[src/design/spq_pkg.sv]
// shared types and constants of the sorted priority queue
`timescale 1ns / 1ps

package spq_pkg;

  localparam int CMD_W    = 2;
  localparam int AGE_W    = 8;
  localparam int ITEMS_W  = 10;
  localparam int NUMBER_W = 16;
  localparam int RIDX_W   = 4;
  localparam int OCC_W    = 5;
  localparam int TOTAL_W  = 14;

  localparam logic [OCC_W-1:0]   OCC_MAX   = 5'd31;
  localparam logic [TOTAL_W-1:0] TOTAL_MAX = 14'd16383;

  typedef enum logic [CMD_W-1:0] {
    CMD_ENQ  = 2'd0,
    CMD_DEQ  = 2'd1,
    CMD_READ = 2'd2,
    CMD_NOP  = 2'd3
  } cmd_t;

  typedef struct packed {
    logic [AGE_W-1:0]    age;
    logic [ITEMS_W-1:0]  items;
    logic [NUMBER_W-1:0] number;
  } entry_t;

  typedef struct packed {
    cmd_t              command;
    entry_t            entry;
    logic [RIDX_W-1:0] read_index;
  } request_t;

  typedef struct packed {
    entry_t             front;
    entry_t             rd;
    logic [OCC_W-1:0]   occupancy;
    logic [TOTAL_W-1:0] items_total;
    logic               is_empty;
    logic               overflow;
  } result_t;

endpackage

[src/design/spq_in_if.sv]
// command channel interface of the sorted priority queue
`timescale 1ns / 1ps

interface spq_in_if;
  logic                          valid;
  logic                          ready;
  logic [spq_pkg::CMD_W-1:0]     command;
  logic [spq_pkg::AGE_W-1:0]     entry_age;
  logic [spq_pkg::ITEMS_W-1:0]   entry_items;
  logic [spq_pkg::NUMBER_W-1:0]  entry_number;
  logic [spq_pkg::RIDX_W-1:0]    read_index;

  modport source (
    output valid, command, entry_age, entry_items, entry_number, read_index,
    input  ready
  );

  modport sink (
    input  valid, command, entry_age, entry_items, entry_number, read_index,
    output ready
  );
endinterface

[src/design/spq_out_if.sv]
// result channel interface of the sorted priority queue
`timescale 1ns / 1ps

interface spq_out_if;
  logic                          valid;
  logic                          ready;
  logic [spq_pkg::AGE_W-1:0]     front_age;
  logic [spq_pkg::ITEMS_W-1:0]   front_items;
  logic [spq_pkg::NUMBER_W-1:0]  front_number;
  logic [spq_pkg::AGE_W-1:0]     read_age;
  logic [spq_pkg::ITEMS_W-1:0]   read_items;
  logic [spq_pkg::NUMBER_W-1:0]  read_number;
  logic [spq_pkg::OCC_W-1:0]     occupancy;
  logic [spq_pkg::TOTAL_W-1:0]   items_total;
  logic                          is_empty;
  logic                          overflow;

  modport source (
    output valid, front_age, front_items, front_number, read_age, read_items,
           read_number, occupancy, items_total, is_empty, overflow,
    input  ready
  );

  modport sink (
    input  valid, front_age, front_items, front_number, read_age, read_items,
           read_number, occupancy, items_total, is_empty, overflow,
    output ready
  );
endinterface

[src/design/spq_ram.sv]
// entry store: one write port, one registered read port
`timescale 1ns / 1ps

module spq_ram #(
  parameter int DEPTH = 16,
  parameter int AW    = 4
) (
  input  logic             clk,
  input  logic             we,
  input  logic [AW-1:0]    waddr,
  input  spq_pkg::entry_t  wdata,
  input  logic             re,
  input  logic [AW-1:0]    raddr,
  output spq_pkg::entry_t  rdata
);

  spq_pkg::entry_t mem [DEPTH];
  spq_pkg::entry_t rdata_r;

  always_ff @(posedge clk) begin
    if (we) begin
      mem[waddr] <= wdata;
    end
  end

  always_ff @(posedge clk) begin
    if (re) begin
      rdata_r <= mem[raddr];
    end
  end

  assign rdata = rdata_r;

endmodule

[src/design/spq_seq.sv]
// sequencer: walks the store one entry at a time with a shared key compare
`timescale 1ns / 1ps

module spq_seq #(
  parameter int QUEUE_DEPTH = 16,
  parameter int CW          = 5,
  parameter int AW          = 4
) (
  input  logic               clk,
  input  logic               rst_n,
  input  logic               start,
  input  spq_pkg::request_t  req,
  output logic               idle,
  output logic               res_valid,
  input  logic               res_ready,
  output spq_pkg::result_t   result,
  output logic               ram_we,
  output logic [AW-1:0]      ram_waddr,
  output spq_pkg::entry_t    ram_wdata,
  output logic               ram_re,
  output logic [AW-1:0]      ram_raddr,
  input  spq_pkg::entry_t    ram_rdata
);

  localparam int SW = spq_pkg::ITEMS_W + CW;
  localparam logic [CW-1:0] DEPTH_C = CW'(QUEUE_DEPTH);
  localparam logic [CW-1:0] ONE_C   = CW'(1);

  typedef enum logic [9:0] {
    S_IDLE    = 10'b00_0000_0001,
    S_ENQ_RD  = 10'b00_0000_0010,
    S_ENQ_CMP = 10'b00_0000_0100,
    S_ENQ_WR  = 10'b00_0000_1000,
    S_DEQ_RD  = 10'b00_0001_0000,
    S_DEQ_WR  = 10'b00_0010_0000,
    S_IDX_RD  = 10'b00_0100_0000,
    S_IDX_CAP = 10'b00_1000_0000,
    S_FRT_RD  = 10'b01_0000_0000,
    S_FRT_CAP = 10'b10_0000_0000
  } state_t;

  state_t            state_r, state_nxt;
  logic              done_r, done_nxt;
  spq_pkg::request_t req_r, req_nxt;
  logic [CW-1:0]     idx_r, idx_nxt;
  logic [CW-1:0]     count_r, count_nxt;
  logic [SW-1:0]     sum_r, sum_nxt;
  logic              ovf_r, ovf_nxt;
  spq_pkg::entry_t   rd_r, rd_nxt;
  spq_pkg::entry_t   front_r, front_nxt;

  logic [CW-1:0]     idx_dec;
  logic              age_gt;
  logic              ridx_ok;

  logic [CW+spq_pkg::OCC_W-1:0]   cnt_ext;
  logic [SW+spq_pkg::TOTAL_W-1:0] sum_ext;

  assign idx_dec = idx_r - ONE_C;
  assign age_gt  = ram_rdata.age > req_r.entry.age;
  assign ridx_ok = {{CW{1'b0}}, req.read_index} < {{spq_pkg::RIDX_W{1'b0}}, count_r};

  always_comb begin
    state_nxt = state_r;
    done_nxt  = done_r;
    req_nxt   = req_r;
    idx_nxt   = idx_r;
    count_nxt = count_r;
    sum_nxt   = sum_r;
    ovf_nxt   = ovf_r;
    rd_nxt    = rd_r;
    front_nxt = front_r;
    ram_we    = 1'b0;
    ram_waddr = idx_r[AW-1:0];
    ram_wdata = req_r.entry;
    ram_re    = 1'b0;
    ram_raddr = idx_r[AW-1:0];

    unique case (state_r)
      S_IDLE: begin
        if (done_r) begin
          if (res_ready) begin
            done_nxt = 1'b0;
          end
        end else if (start) begin
          req_nxt = req;
          ovf_nxt = 1'b0;
          rd_nxt  = '0;
          unique case (req.command)
            spq_pkg::CMD_ENQ: begin
              if (count_r == DEPTH_C) begin
                ovf_nxt   = 1'b1;
                state_nxt = S_FRT_RD;
              end else begin
                idx_nxt   = count_r;
                state_nxt = (count_r == '0) ? S_ENQ_WR : S_ENQ_RD;
              end
            end
            spq_pkg::CMD_DEQ: begin
              if (count_r == '0) begin
                state_nxt = S_FRT_RD;
              end else begin
                sum_nxt = sum_r - SW'(front_r.items);
                idx_nxt = ONE_C;
                if (count_r == ONE_C) begin
                  count_nxt = '0;
                  state_nxt = S_FRT_RD;
                end else begin
                  state_nxt = S_DEQ_RD;
                end
              end
            end
            spq_pkg::CMD_READ: begin
              if (ridx_ok) begin
                idx_nxt   = CW'(req.read_index);
                state_nxt = S_IDX_RD;
              end else begin
                state_nxt = S_FRT_RD;
              end
            end
            default: begin
              state_nxt = S_FRT_RD;
            end
          endcase
        end
      end
      S_ENQ_RD: begin
        ram_re    = 1'b1;
        ram_raddr = idx_dec[AW-1:0];
        state_nxt = S_ENQ_CMP;
      end
      S_ENQ_CMP: begin
        if (age_gt) begin
          state_nxt = S_ENQ_WR;
        end else begin
          ram_we    = 1'b1;
          ram_wdata = ram_rdata;
          idx_nxt   = idx_dec;
          state_nxt = (idx_dec == '0) ? S_ENQ_WR : S_ENQ_RD;
        end
      end
      S_ENQ_WR: begin
        ram_we    = 1'b1;
        count_nxt = count_r + ONE_C;
        sum_nxt   = sum_r + SW'(req_r.entry.items);
        state_nxt = S_FRT_RD;
      end
      S_DEQ_RD: begin
        ram_re    = 1'b1;
        state_nxt = S_DEQ_WR;
      end
      S_DEQ_WR: begin
        ram_we    = 1'b1;
        ram_waddr = idx_dec[AW-1:0];
        ram_wdata = ram_rdata;
        idx_nxt   = idx_r + ONE_C;
        if (idx_r + ONE_C == count_r) begin
          count_nxt = count_r - ONE_C;
          state_nxt = S_FRT_RD;
        end else begin
          state_nxt = S_DEQ_RD;
        end
      end
      S_IDX_RD: begin
        ram_re    = 1'b1;
        state_nxt = S_IDX_CAP;
      end
      S_IDX_CAP: begin
        rd_nxt    = ram_rdata;
        state_nxt = S_FRT_RD;
      end
      S_FRT_RD: begin
        if (count_r == '0) begin
          front_nxt = '0;
          done_nxt  = 1'b1;
          state_nxt = S_IDLE;
        end else begin
          ram_re    = 1'b1;
          ram_raddr = '0;
          state_nxt = S_FRT_CAP;
        end
      end
      S_FRT_CAP: begin
        front_nxt = ram_rdata;
        done_nxt  = 1'b1;
        state_nxt = S_IDLE;
      end
      default: begin
        state_nxt = S_IDLE;
      end
    endcase
  end

  always_ff @(posedge clk) begin
    if (!rst_n) begin
      state_r <= S_IDLE;
      done_r  <= 1'b0;
      count_r <= '0;
      sum_r   <= '0;
    end else begin
      state_r <= state_nxt;
      done_r  <= done_nxt;
      count_r <= count_nxt;
      sum_r   <= sum_nxt;
    end
  end

  always_ff @(posedge clk) begin
    req_r   <= req_nxt;
    idx_r   <= idx_nxt;
    ovf_r   <= ovf_nxt;
    rd_r    <= rd_nxt;
    front_r <= front_nxt;
  end

  assign idle      = (state_r == S_IDLE) && !done_r;
  assign res_valid = done_r;

  // saturate the status counts to the result field widths
  assign cnt_ext = {{spq_pkg::OCC_W{1'b0}}, count_r};
  assign sum_ext = {{spq_pkg::TOTAL_W{1'b0}}, sum_r};

  always_comb begin
    result.front    = front_r;
    result.rd       = rd_r;
    result.overflow = ovf_r;
    result.is_empty = (count_r == '0);
    if (cnt_ext > (CW + spq_pkg::OCC_W)'(spq_pkg::OCC_MAX)) begin
      result.occupancy = spq_pkg::OCC_MAX;
    end else begin
      result.occupancy = cnt_ext[spq_pkg::OCC_W-1:0];
    end
    if (sum_ext > (SW + spq_pkg::TOTAL_W)'(spq_pkg::TOTAL_MAX)) begin
      result.items_total = spq_pkg::TOTAL_MAX;
    end else begin
      result.items_total = sum_ext[spq_pkg::TOTAL_W-1:0];
    end
  end

endmodule

[src/design/sorted_priority_queue.sv]
// top level of the sorted priority queue: sequencer, entry store, result register
//
//   channel | dir | handshake     | beat contents
//   in_ch   | in  | valid / ready | command, entry key/items/tag, read index
//   out_ch  | out | valid / ready | front entry, read entry, occupancy, total, flags
//
// one command at a time; in_ch.ready is high only while the sequencer is idle
// enqueue: from the tail, each entry keyed not above the new one moves back a slot; full drops it
// dequeue: remaining entries move forward a slot; read: fetches the indexed entry if in range
// each step is one store access with a registered read
// synchronous active-low reset empties the queue; the store itself is not cleared
// a stalled result holds in the output register and the next result waits in the sequencer
`timescale 1ns / 1ps

module sorted_priority_queue #(
  parameter int QUEUE_DEPTH = 16
) (
  input  logic      clk,
  input  logic      rst_n,
  spq_in_if.sink    in_ch,
  spq_out_if.source out_ch
);

  localparam int CW = $clog2(QUEUE_DEPTH + 1);
  localparam int AW = $clog2(QUEUE_DEPTH);

  spq_pkg::request_t req;
  spq_pkg::result_t  seq_result;
  spq_pkg::result_t  out_r;
  logic              out_valid_r;
  logic              seq_idle;
  logic              res_valid;
  logic              res_ready;
  logic              start;

  logic              ram_we;
  logic [AW-1:0]     ram_waddr;
  spq_pkg::entry_t   ram_wdata;
  logic              ram_re;
  logic [AW-1:0]     ram_raddr;
  spq_pkg::entry_t   ram_rdata;

  assign req.command      = spq_pkg::cmd_t'(in_ch.command);
  assign req.entry.age    = in_ch.entry_age;
  assign req.entry.items  = in_ch.entry_items;
  assign req.entry.number = in_ch.entry_number;
  assign req.read_index   = in_ch.read_index;

  assign in_ch.ready = seq_idle;
  assign start       = in_ch.valid && seq_idle;
  assign res_ready   = !out_valid_r || out_ch.ready;

  spq_seq #(
    .QUEUE_DEPTH (QUEUE_DEPTH),
    .CW          (CW),
    .AW          (AW)
  ) u_seq (
    .clk       (clk),
    .rst_n     (rst_n),
    .start     (start),
    .req       (req),
    .idle      (seq_idle),
    .res_valid (res_valid),
    .res_ready (res_ready),
    .result    (seq_result),
    .ram_we    (ram_we),
    .ram_waddr (ram_waddr),
    .ram_wdata (ram_wdata),
    .ram_re    (ram_re),
    .ram_raddr (ram_raddr),
    .ram_rdata (ram_rdata)
  );

  spq_ram #(
    .DEPTH (QUEUE_DEPTH),
    .AW    (AW)
  ) u_ram (
    .clk   (clk),
    .we    (ram_we),
    .waddr (ram_waddr),
    .wdata (ram_wdata),
    .re    (ram_re),
    .raddr (ram_raddr),
    .rdata (ram_rdata)
  );

  // result register
  always_ff @(posedge clk) begin
    if (!rst_n) begin
      out_valid_r <= 1'b0;
    end else if (res_valid && res_ready) begin
      out_valid_r <= 1'b1;
    end else if (out_ch.ready) begin
      out_valid_r <= 1'b0;
    end
  end

  always_ff @(posedge clk) begin
    if (res_valid && res_ready) begin
      out_r <= seq_result;
    end
  end

  assign out_ch.valid        = out_valid_r;
  assign out_ch.front_age    = out_r.front.age;
  assign out_ch.front_items  = out_r.front.items;
  assign out_ch.front_number = out_r.front.number;
  assign out_ch.read_age     = out_r.rd.age;
  assign out_ch.read_items   = out_r.rd.items;
  assign out_ch.read_number  = out_r.rd.number;
  assign out_ch.occupancy    = out_r.occupancy;
  assign out_ch.items_total  = out_r.items_total;
  assign out_ch.is_empty     = out_r.is_empty;
  assign out_ch.overflow     = out_r.overflow;

endmodule

[src/flat_wrapper.sv]
// flat-port wrapper written by rule: the top's interface ports become plain ports
module sorted_priority_queue_flat 
#(
  parameter int QUEUE_DEPTH = 16
)
  (clk, rst_n, in_ch_valid, in_ch_command, in_ch_entry_age, in_ch_entry_items, in_ch_entry_number, in_ch_read_index, in_ch_ready, out_ch_valid, out_ch_front_age, out_ch_front_items, out_ch_front_number, out_ch_read_age, out_ch_read_items, out_ch_read_number, out_ch_occupancy, out_ch_items_total, out_ch_is_empty, out_ch_overflow, out_ch_ready);
  spq_in_if in_ch_i ();
  spq_out_if out_ch_i ();
  input  logic clk;
  input  logic rst_n;
  input wire logic [$bits(in_ch_i.valid)-1:0] in_ch_valid;
  input wire logic [$bits(in_ch_i.command)-1:0] in_ch_command;
  input wire logic [$bits(in_ch_i.entry_age)-1:0] in_ch_entry_age;
  input wire logic [$bits(in_ch_i.entry_items)-1:0] in_ch_entry_items;
  input wire logic [$bits(in_ch_i.entry_number)-1:0] in_ch_entry_number;
  input wire logic [$bits(in_ch_i.read_index)-1:0] in_ch_read_index;
  output wire logic [$bits(in_ch_i.ready)-1:0] in_ch_ready;
  output wire logic [$bits(out_ch_i.valid)-1:0] out_ch_valid;
  output wire logic [$bits(out_ch_i.front_age)-1:0] out_ch_front_age;
  output wire logic [$bits(out_ch_i.front_items)-1:0] out_ch_front_items;
  output wire logic [$bits(out_ch_i.front_number)-1:0] out_ch_front_number;
  output wire logic [$bits(out_ch_i.read_age)-1:0] out_ch_read_age;
  output wire logic [$bits(out_ch_i.read_items)-1:0] out_ch_read_items;
  output wire logic [$bits(out_ch_i.read_number)-1:0] out_ch_read_number;
  output wire logic [$bits(out_ch_i.occupancy)-1:0] out_ch_occupancy;
  output wire logic [$bits(out_ch_i.items_total)-1:0] out_ch_items_total;
  output wire logic [$bits(out_ch_i.is_empty)-1:0] out_ch_is_empty;
  output wire logic [$bits(out_ch_i.overflow)-1:0] out_ch_overflow;
  input wire logic [$bits(out_ch_i.ready)-1:0] out_ch_ready;
  assign in_ch_i.valid = in_ch_valid;
  assign in_ch_i.command = in_ch_command;
  assign in_ch_i.entry_age = in_ch_entry_age;
  assign in_ch_i.entry_items = in_ch_entry_items;
  assign in_ch_i.entry_number = in_ch_entry_number;
  assign in_ch_i.read_index = in_ch_read_index;
  assign in_ch_ready = in_ch_i.ready;
  assign out_ch_valid = out_ch_i.valid;
  assign out_ch_front_age = out_ch_i.front_age;
  assign out_ch_front_items = out_ch_i.front_items;
  assign out_ch_front_number = out_ch_i.front_number;
  assign out_ch_read_age = out_ch_i.read_age;
  assign out_ch_read_items = out_ch_i.read_items;
  assign out_ch_read_number = out_ch_i.read_number;
  assign out_ch_occupancy = out_ch_i.occupancy;
  assign out_ch_items_total = out_ch_i.items_total;
  assign out_ch_is_empty = out_ch_i.is_empty;
  assign out_ch_overflow = out_ch_i.overflow;
  assign out_ch_i.ready = out_ch_ready;
  sorted_priority_queue #(.QUEUE_DEPTH(QUEUE_DEPTH)) u_core (.clk(clk), .rst_n(rst_n), .in_ch(in_ch_i), .out_ch(out_ch_i));
endmodule
[config.mk]
export PLATFORM = sky130hd
export DESIGN_NAME = sorted_priority_queue_flat
export DESIGN_NICKNAME = d
export VERILOG_FILES = /design/src/design/spq_pkg.sv /design/src/design/spq_in_if.sv /design/src/design/spq_out_if.sv /design/src/design/spq_ram.sv /design/src/design/spq_seq.sv /design/src/design/sorted_priority_queue.sv /design/src/flat_wrapper.sv
export SDC_FILE = /design/constraint.sdc
export NUM_CORES = 1
export LEC_CHECK = 0
export BUFFER_PORTS_ARGS = -buffer_cell sky130_fd_sc_hd__buf_2
export CAP_MARGIN = 30
export CORE_ASPECT_RATIO = 1.25
export CORE_UTILIZATION = 61
export DETAILED_ROUTE_END_ITERATION = 6
export GPL_TIMING_DRIVEN = 0
export PLACE_DENSITY_LB_ADDON = 0.25
export SLEW_MARGIN = 20
export SYNTH_ARGS = -nofsm -noshare
export SYNTH_HDL_FRONTEND = slang
export SYNTH_SLANG_ARGS = --single-unit
[constraint.sdc]
create_clock -name clk -period 7.7 [get_ports clk]
set_input_delay 0.77 -clock clk [delete_from_list [all_inputs] [get_ports clk]]
set_output_delay 0.77 -clock clk [all_outputs]
set_load 0.02 [all_outputs]
# [Word-level counts from Yosys, hierarchy flattened]
# Memory sizes are Yosys's and may differ from the RTL's. A register that Yosys moved wholly into a read port is not among the register bits.
# Cells that the tools add are included.
[classes] order_cmp=4 mul=0 n_div=0 muxes=56 n_eq_ne=27 bitwise_logic=1 shift=0 n_reduce_logical=27 add_sub_neg=6
[ops] op="$pmux W34 S2" n=3
[ops] op="$mux W34" n=4
[ops] op="$pmux W10 S8" n=1
[ops] op="$mux W15" n=4
[ops] op="$mux W5" n=12
[ops] op="$mux W9" n=5
[ops] op="$pmux W5 S3" n=3
[ops] op="$mux W10" n=3
[ops] op="$pmux W10 S3" n=1
[ops] op="$pmux W15 S2" n=1
[ops] op="$mux W4" n=5
[ops] op="$add A15 B10 Y15" n=1
[ops] op="$gt A15 B14 Y1 const B" n=1
[ops] op="$sub A15 B10 Y15" n=1
[ops] op="$add A5 B1 Y5 const B" n=2
[ops] op="$eq A10 B1 Y1 const B" n=1
[ops] op="$eq A10 B10 Y1 const B" n=1
[ops] op="$eq A10 B2 Y1 const B" n=1
[ops] op="$eq A10 B3 Y1 const B" n=1
[ops] op="$eq A10 B4 Y1 const B" n=1
[ops] op="$eq A10 B5 Y1 const B" n=1
[ops] op="$eq A10 B6 Y1 const B" n=1
[ops] op="$eq A10 B7 Y1 const B" n=1
[ops] op="$eq A10 B8 Y1 const B" n=1
[ops] op="33 further kinds" n=65
[word_totals] memories=1 ram_bits=544 reg_bits=229 latchBits=0 elab_cells=148 romBits=0
[memory_table] name="u_core.u_ram.mem" depth=16 word_bits=34 read_ports=1 rd_clocked_by_memory_dff=1 write_ports=1 line="spq_ram.sv:17" text="spq_pkg::entry_t mem [DEPTH];"

# [Longest topological paths before layout]
[depth] ltp_word=7 depth_mapped=20 mapped_depth_nobuf=17

# [By module]
# A second synthesis with hierarchy kept.
[hier_totals] hier_cells=1723 hier_area_um2=31935.6
[by_module_without_submodules] mod="spq_ram" n_inst=1 area_each_um2=21416.8 cells_per_inst=888 seq_area_each_um2=17356.6
[by_module_without_submodules] mod="spq_seq" n_inst=1 area_each_um2=7782.5 cells_per_inst=740 seq_area_each_um2=3863.7
[by_module_without_submodules] mod="sorted_priority_queue" n_inst=1 area_each_um2=2736.4 cells_per_inst=95 seq_area_each_um2=2692.6

# [Worst setup path after synthesis]
# OpenSTA, ideal clock, no wires.
[synth_timing] path_kind="register to register" startpoint="register u_core.u_seq.state_r[8]" endpoint="memory u_core.u_ram.mem[15][0] (netlist bit) (enable)" arrival_time_ps=4919 synth_period_minus_slack_ps=5386 path_buffers=4 stages_incl_launch_ff=11 path_slack_ps=2314 cell_sequence="dfxtp_1 buf_2 or4_1 nor2_1 nand3b_1 inv_1 clkbuf_1 clkbuf_1 ha_1 clkbuf_1 nor3_1"
[synth_between] elab_chain_len=5 word_cells_on_any_way=8 classes_between="eq/ne (3); mux (4); reduce/logical (1)"
[synth_lines] element="start: declaration" line="spq_seq.sv:42" text="state_t state_r, state_nxt;"
[synth_lines] element="start signal: assignment" line="spq_seq.sv:201" text="state_r <= state_nxt;"
[synth_lines] element="$eq A10 B6 Y1 / $eq A10 B4 Y1 (equally long branches)" line="spq_seq.sv:79" text="unique case (state_r)"
[synth_lines] element="$reduce_or A2 Y1 (no source line)"
[synth_lines] element="$pmux W1 S2" line="spq_seq.sv:79"
[synth_lines] element="$mux W1" line="spq_ram.sv:21" text="if (we) begin"
[synth_lines] element="$mux W1 (implied by the code)" line="spq_ram.sv:22" text="mem[waddr] <= wdata;"
[synth_lines] element="end: declaration" line="spq_ram.sv:17"
# Several ways; a longest one is shown, not always the timed one.

# [Worst setup path after layout]
[layout_timing] startpoint="register u_core.u_seq.state_r[8]" endpoint="register u_core.u_seq.sum_r[14]"
[layout_between] elab_chain_len=5 word_cells_on_any_way=11 classes_between="eq/ne (6); mux (1); reduce/logical (4)"
[layout_lines] element="$eq A10 B1 Y1" line="spq_seq.sv:79, spq_seq.sv:216"
[layout_lines] element="$logic_and A1 B1 Y1" line="spq_seq.sv:216" text="assign idle = (state_r == S_IDLE) && !done_r;"
[layout_lines] element="$logic_and A1 B1 Y1" line="sorted_priority_queue.sv:50" text="assign start = in_ch.valid && seq_idle;"
[layout_lines] element="$ne A2 B1 Y1 (no source line)"
[layout_lines] element="$reduce_and A5 Y1 (no source line)"
[layout_lines] element="end signal: assignment" line="spq_seq.sv:204" text="sum_r <= sum_nxt;"
[layout_lines] element="end: declaration" line="spq_seq.sv:47" text="logic [SW-1:0] sum_r, sum_nxt;"
# Several ways; a longest one is shown, not always the timed one.
# A chain may end at the register's enable or synchronous reset.

==> summary.txt <==
Run status
  • Status: complete, no violations

Placement
  • Final weighted congestion of routability-driven global placement: between 0.8 and 0.9
  • Post-DP HPWL: ~56 mm
  • Number of port buffers: 134
  • # placed instances: 3,164

Floorplan
  • Top-level I/O count: 135
  • Area of the die: 54,800 um2
  • Effective utilization at floorplan: 0.621
  • Core footprint: between 50,000 and 60,000 um2
  • Vertical extent of the die: around 260 um
  • Horizontal die dimension: 210 um
  • Count of standard-cell rows: 94

Yosys
  • Multiplexer share of the synthesized area: 0.0613
  • Syn_nets: 2,393
  • XOR/XNOR share of the synthesized area: 0.00853
  • Number of enable-type register cells in the synthesized netlist: about 780
  • Number of instances in the synthesized netlist: about 2.3k
  • Compound-cell area share of the yosys netlist: 0.0576
  • Avg Cell Area, Syn: around 14 um2
  • Adder-cell share of the synthesized area: 0.0166
  • Synth async-reset ratio: 0
  • Sequential fraction of the synthesis area: 0.728
  • Leading post-synthesis cells by cell area: edfxtp_1, nand2_1, mux2i_1
  • Area share of the leading cell type in the synthesized netlist: 0.708
  • Cell Area, Synth: ~33,000 um2
  • Distinct cell type count after synthesis: 66
  • Synthesized flop and latch total: 807
  • Dominant combinational cell family by area after synthesis: simple AND/OR/NAND/NOR gates
  • Post-synth top area cell: edfxtp_1
  • YS warnings: 0
  • Post-Synth Simple-Gate Area: 0.106
  • Main flop type after synthesis: edfxtp_1
  • Most frequent cell after synthesis: edfxtp_1
  • Most instantiated cells after synthesis: edfxtp_1, nand2_1, mux2i_1, o21ai_0, and2_1

Timing
  • RSZ-0062 raised after global routing: false
  • Final hold violation count: 0
  • Number of pins exceeding their max-slew limit in the final report: 0
  • Max frequency: 181 MHz
  • Post-route minimum period: roughly 5.5 ns
  • Worst-case clock skew: roughly 0.018 ns
  • Part of the cycle the worst path needs: 0.718
  • Count of final setup violators: 0
  • Transition at the pin with the smallest max-transition slack: between 0.9 and 1 ns
  • Max-slew headroom at the worst pin: 0.391

GRT
  • First-pass GRT wire length: between 100 and 150 mm
  • Global-route usage over all layers: 0.291
  • Pin count of the biggest net entering global routing: 35
  • Antenna violations before repair: 3
  • Via count of the first global-routing pass: around 20k
  • GRT Residual Overflow: 0

Routing
  • Remaining antenna violation count after routing: 0
  • First-pass detailed-route iteration total: 5
  • Via count: 20.1k
  • Routed len/inst: 23.9 um
  • Number of DRC markers in iteration 0: ~1.9k
  • DR vias/cell: between 6 and 7
  • Final routed DRC violation total: 0
  • Final wirelength: around 79 mm

Clock network
  • Clock transition at path regs: 0.06 ns
  • # Post-CTS Setup Buffers: 0
  • TritonCTS clock tree: done
  • Buffer type at the clock tree root: clkbuf_16
  • CTS hold repair buffers: 0
  • CTS H-tree depth: 3
  • Number of sinks on the clock net: approximately 810
  • Maximum count of clock buffers along a single path: 3
  • Inserted Clock Buffers: 76
  • Insertion delay of the later-clocked pin in the worst-skew pair: a little over 0.6 ns
  • Resized cells post-CTS: 0

Worst setup path
  • Maximum fanout along the worst path: 10
  • Type of element launching the critical path: register
  • CP Class: register to register
  • Reg2Reg Depth: 20
  • Crit path capture type: register
  • Crit path required time: just over 8 ns
  • Endpoint arrival time on the critical path: roughly 6.1 ns

Flow run
  • Max cap viols: 0

Power and ir drop
  • Leakage dissipation: 13.8 nW
  • Cell area power density: about 260 nW/um2
  • Power Total: slightly below 10 mW
  • Max VDD drop: about 0.16 mV

Layout
  • Number of standard cells in the final layout excluding fillers: 3,311
  • Post-layout net count: ~2.7k
  • Fraction of final layout cells with drive strength greater than 1: 0.153
  • Final core area utilization: 0.712
  • Signed area change from the synthesized netlist to the final layout: 14.7%

Min path
  • Hold crit path type: input pin to register
  • Hold Path Cell Cnt: 1
logic make-up (layout without fill, tap and decap cells):
| group | Yosys count | count (layout) |
|---|---|---|
| simple gates | 782 | 782 |
| xor+xnor | 32 | 32 |
| fa+ha+maj | 43 | 43 |
| flops | 807 | 807 |
| buf+inv | 157 | 488 |
| other cells | 0 | 2 |
| mux | 198 | 198 |
| compound gates | 287 | 287 |
metrics by stage:
| stage | setup TNS [ns] | hold WS [ns] | setup slack (ns) | cell area, um2 |
|---|---|---|---|---|
| final | 0 | 0.326 | 2.17 | 37700 |
| after detailed placement | 0 | 0.405 | 2.23 | 35100 |
| after floorplan | 0 | 0.400 | 2.31 | 32900 |
| after global placement | -132.51 | 0.404 | -0.846 | 34400 |
| after global routing | 0 | 0.319 | 1.83 | 37700 |
| after CTS | 0 | 0.305 | 2.22 | 37700 |
power by group:
group	switching, mW	internal (mW)
registers	0.0542	5.05
logic	0.702	0.310
clock network	1.58	2.22
routing by layer:
layer,vias up,track usage,routed length [um]
li1,9054,-,-
met1,9869,0.337,28500
met2,990,0.523,41000
met3,199,0.0478,6100
met4,0,0.149,3460
met5,-,0,0
critical path, stage by stage (launching register included):
cell	delay [ns]
dfxtp_1	0.30
buf_2	0.18
or4_1	0.54
nor2_1	0.18
and3b_1	0.18
clkbuf_1	0.49
clkbuf_1	0.58
nand2_1	0.13
o21ai_0	0.13
ha_1	0.21
inv_1	0.06
fa_1	0.48
nor2b_1	0.13
o21ai_0	0.11
a21boi_0	0.26
o21ai_0	0.24
o31ai_1	0.43
o41ai_1	0.13
xor2_1	0.17
or3_1	0.32
a21boi_0	0.18
state kept, by name (all words and copies together) (netlist names), 14 cells and up:
| signal | count |
|---|---|
| u_core.u_ram.rdata | 34 |
| u_core.out_ch.read_number | 16 |
| u_core.u_ram.mem | 544 |
| u_core.out_ch.items_total | 14 |
| u_core.u_seq.result | 68 |
| u_core.out_ch.front_number | 16 |
| u_core.u_seq.req_r | 34 |
| u_core.u_seq.sum_r | 15 |
cell type report:
type / instances / area, um2
Antenna cell: 2 / 5.00
Clock buffer: 98 / 2050
Inverter: 28 / 105
Tap cell: 672 / 841
Timing Repair Buffer: 193 / 1350
Fill cell: 3365 / 15200
Clock inverter: 40 / 460
Multi-Input combinational cell: 1342 / 8350
Buffer: 129 / 629
Sequential cell: 807 / 23900
path summary, 6_finish.rpt:
check	start	to	slack, ns
max reg2reg	u_core.u_seq.state_r[8]$_SDFFE_PN0N_	u_core.u_seq.sum_r[14]$_SDFFE_PN0P_	2.17
min reg2reg	u_core.u_seq.result[62]$_SDFFCE_PN0P_	u_core.out_ch.front_number[7]$_DFFE_PP_	0.42
min	in_ch_entry_items[4]	u_core.u_seq.req_r[24]$_DFFE_PP_	0.33
max	u_core.u_seq.state_r[8]$_SDFFE_PN0N_	u_core.u_seq.sum_r[14]$_SDFFE_PN0P_	2.17
cell usage in the layout, fill, tap and decap left out, types with 5 or more instances in the layout:
cell	n
dfxtp_1	32
o21ai_1	9
mux2_2	7
xor2_1	17
edfxtp_1	775
clkbuf_1	94
nor3_2	8
clkinv_2	11
nor4_1	6
inv_1	27
nor2_4	9
a21oi_1	45
nor2_1	54
ha_1	42
o21ai_0	104
clkbuf_16	79
nor3_1	9
nand2_1	469
a21o_1	10
buf_12	9
or2_2	15
o221ai_1	29
clkinv_1	11
o21a_1	5
buf_2	171
buf_6	15
buf_4	41
a32oi_1	36
xnor2_1	15
buf_16	6
mux2_1	20
mux2i_1	171
nand3_1	82
and3_1	5
o211ai_1	15
bufinv_16	10
nor2b_1	8
and2_1	84
nand2b_1	5
clkinvlp_4	5
No activity file was read; power rests on OpenSTA's default activity.
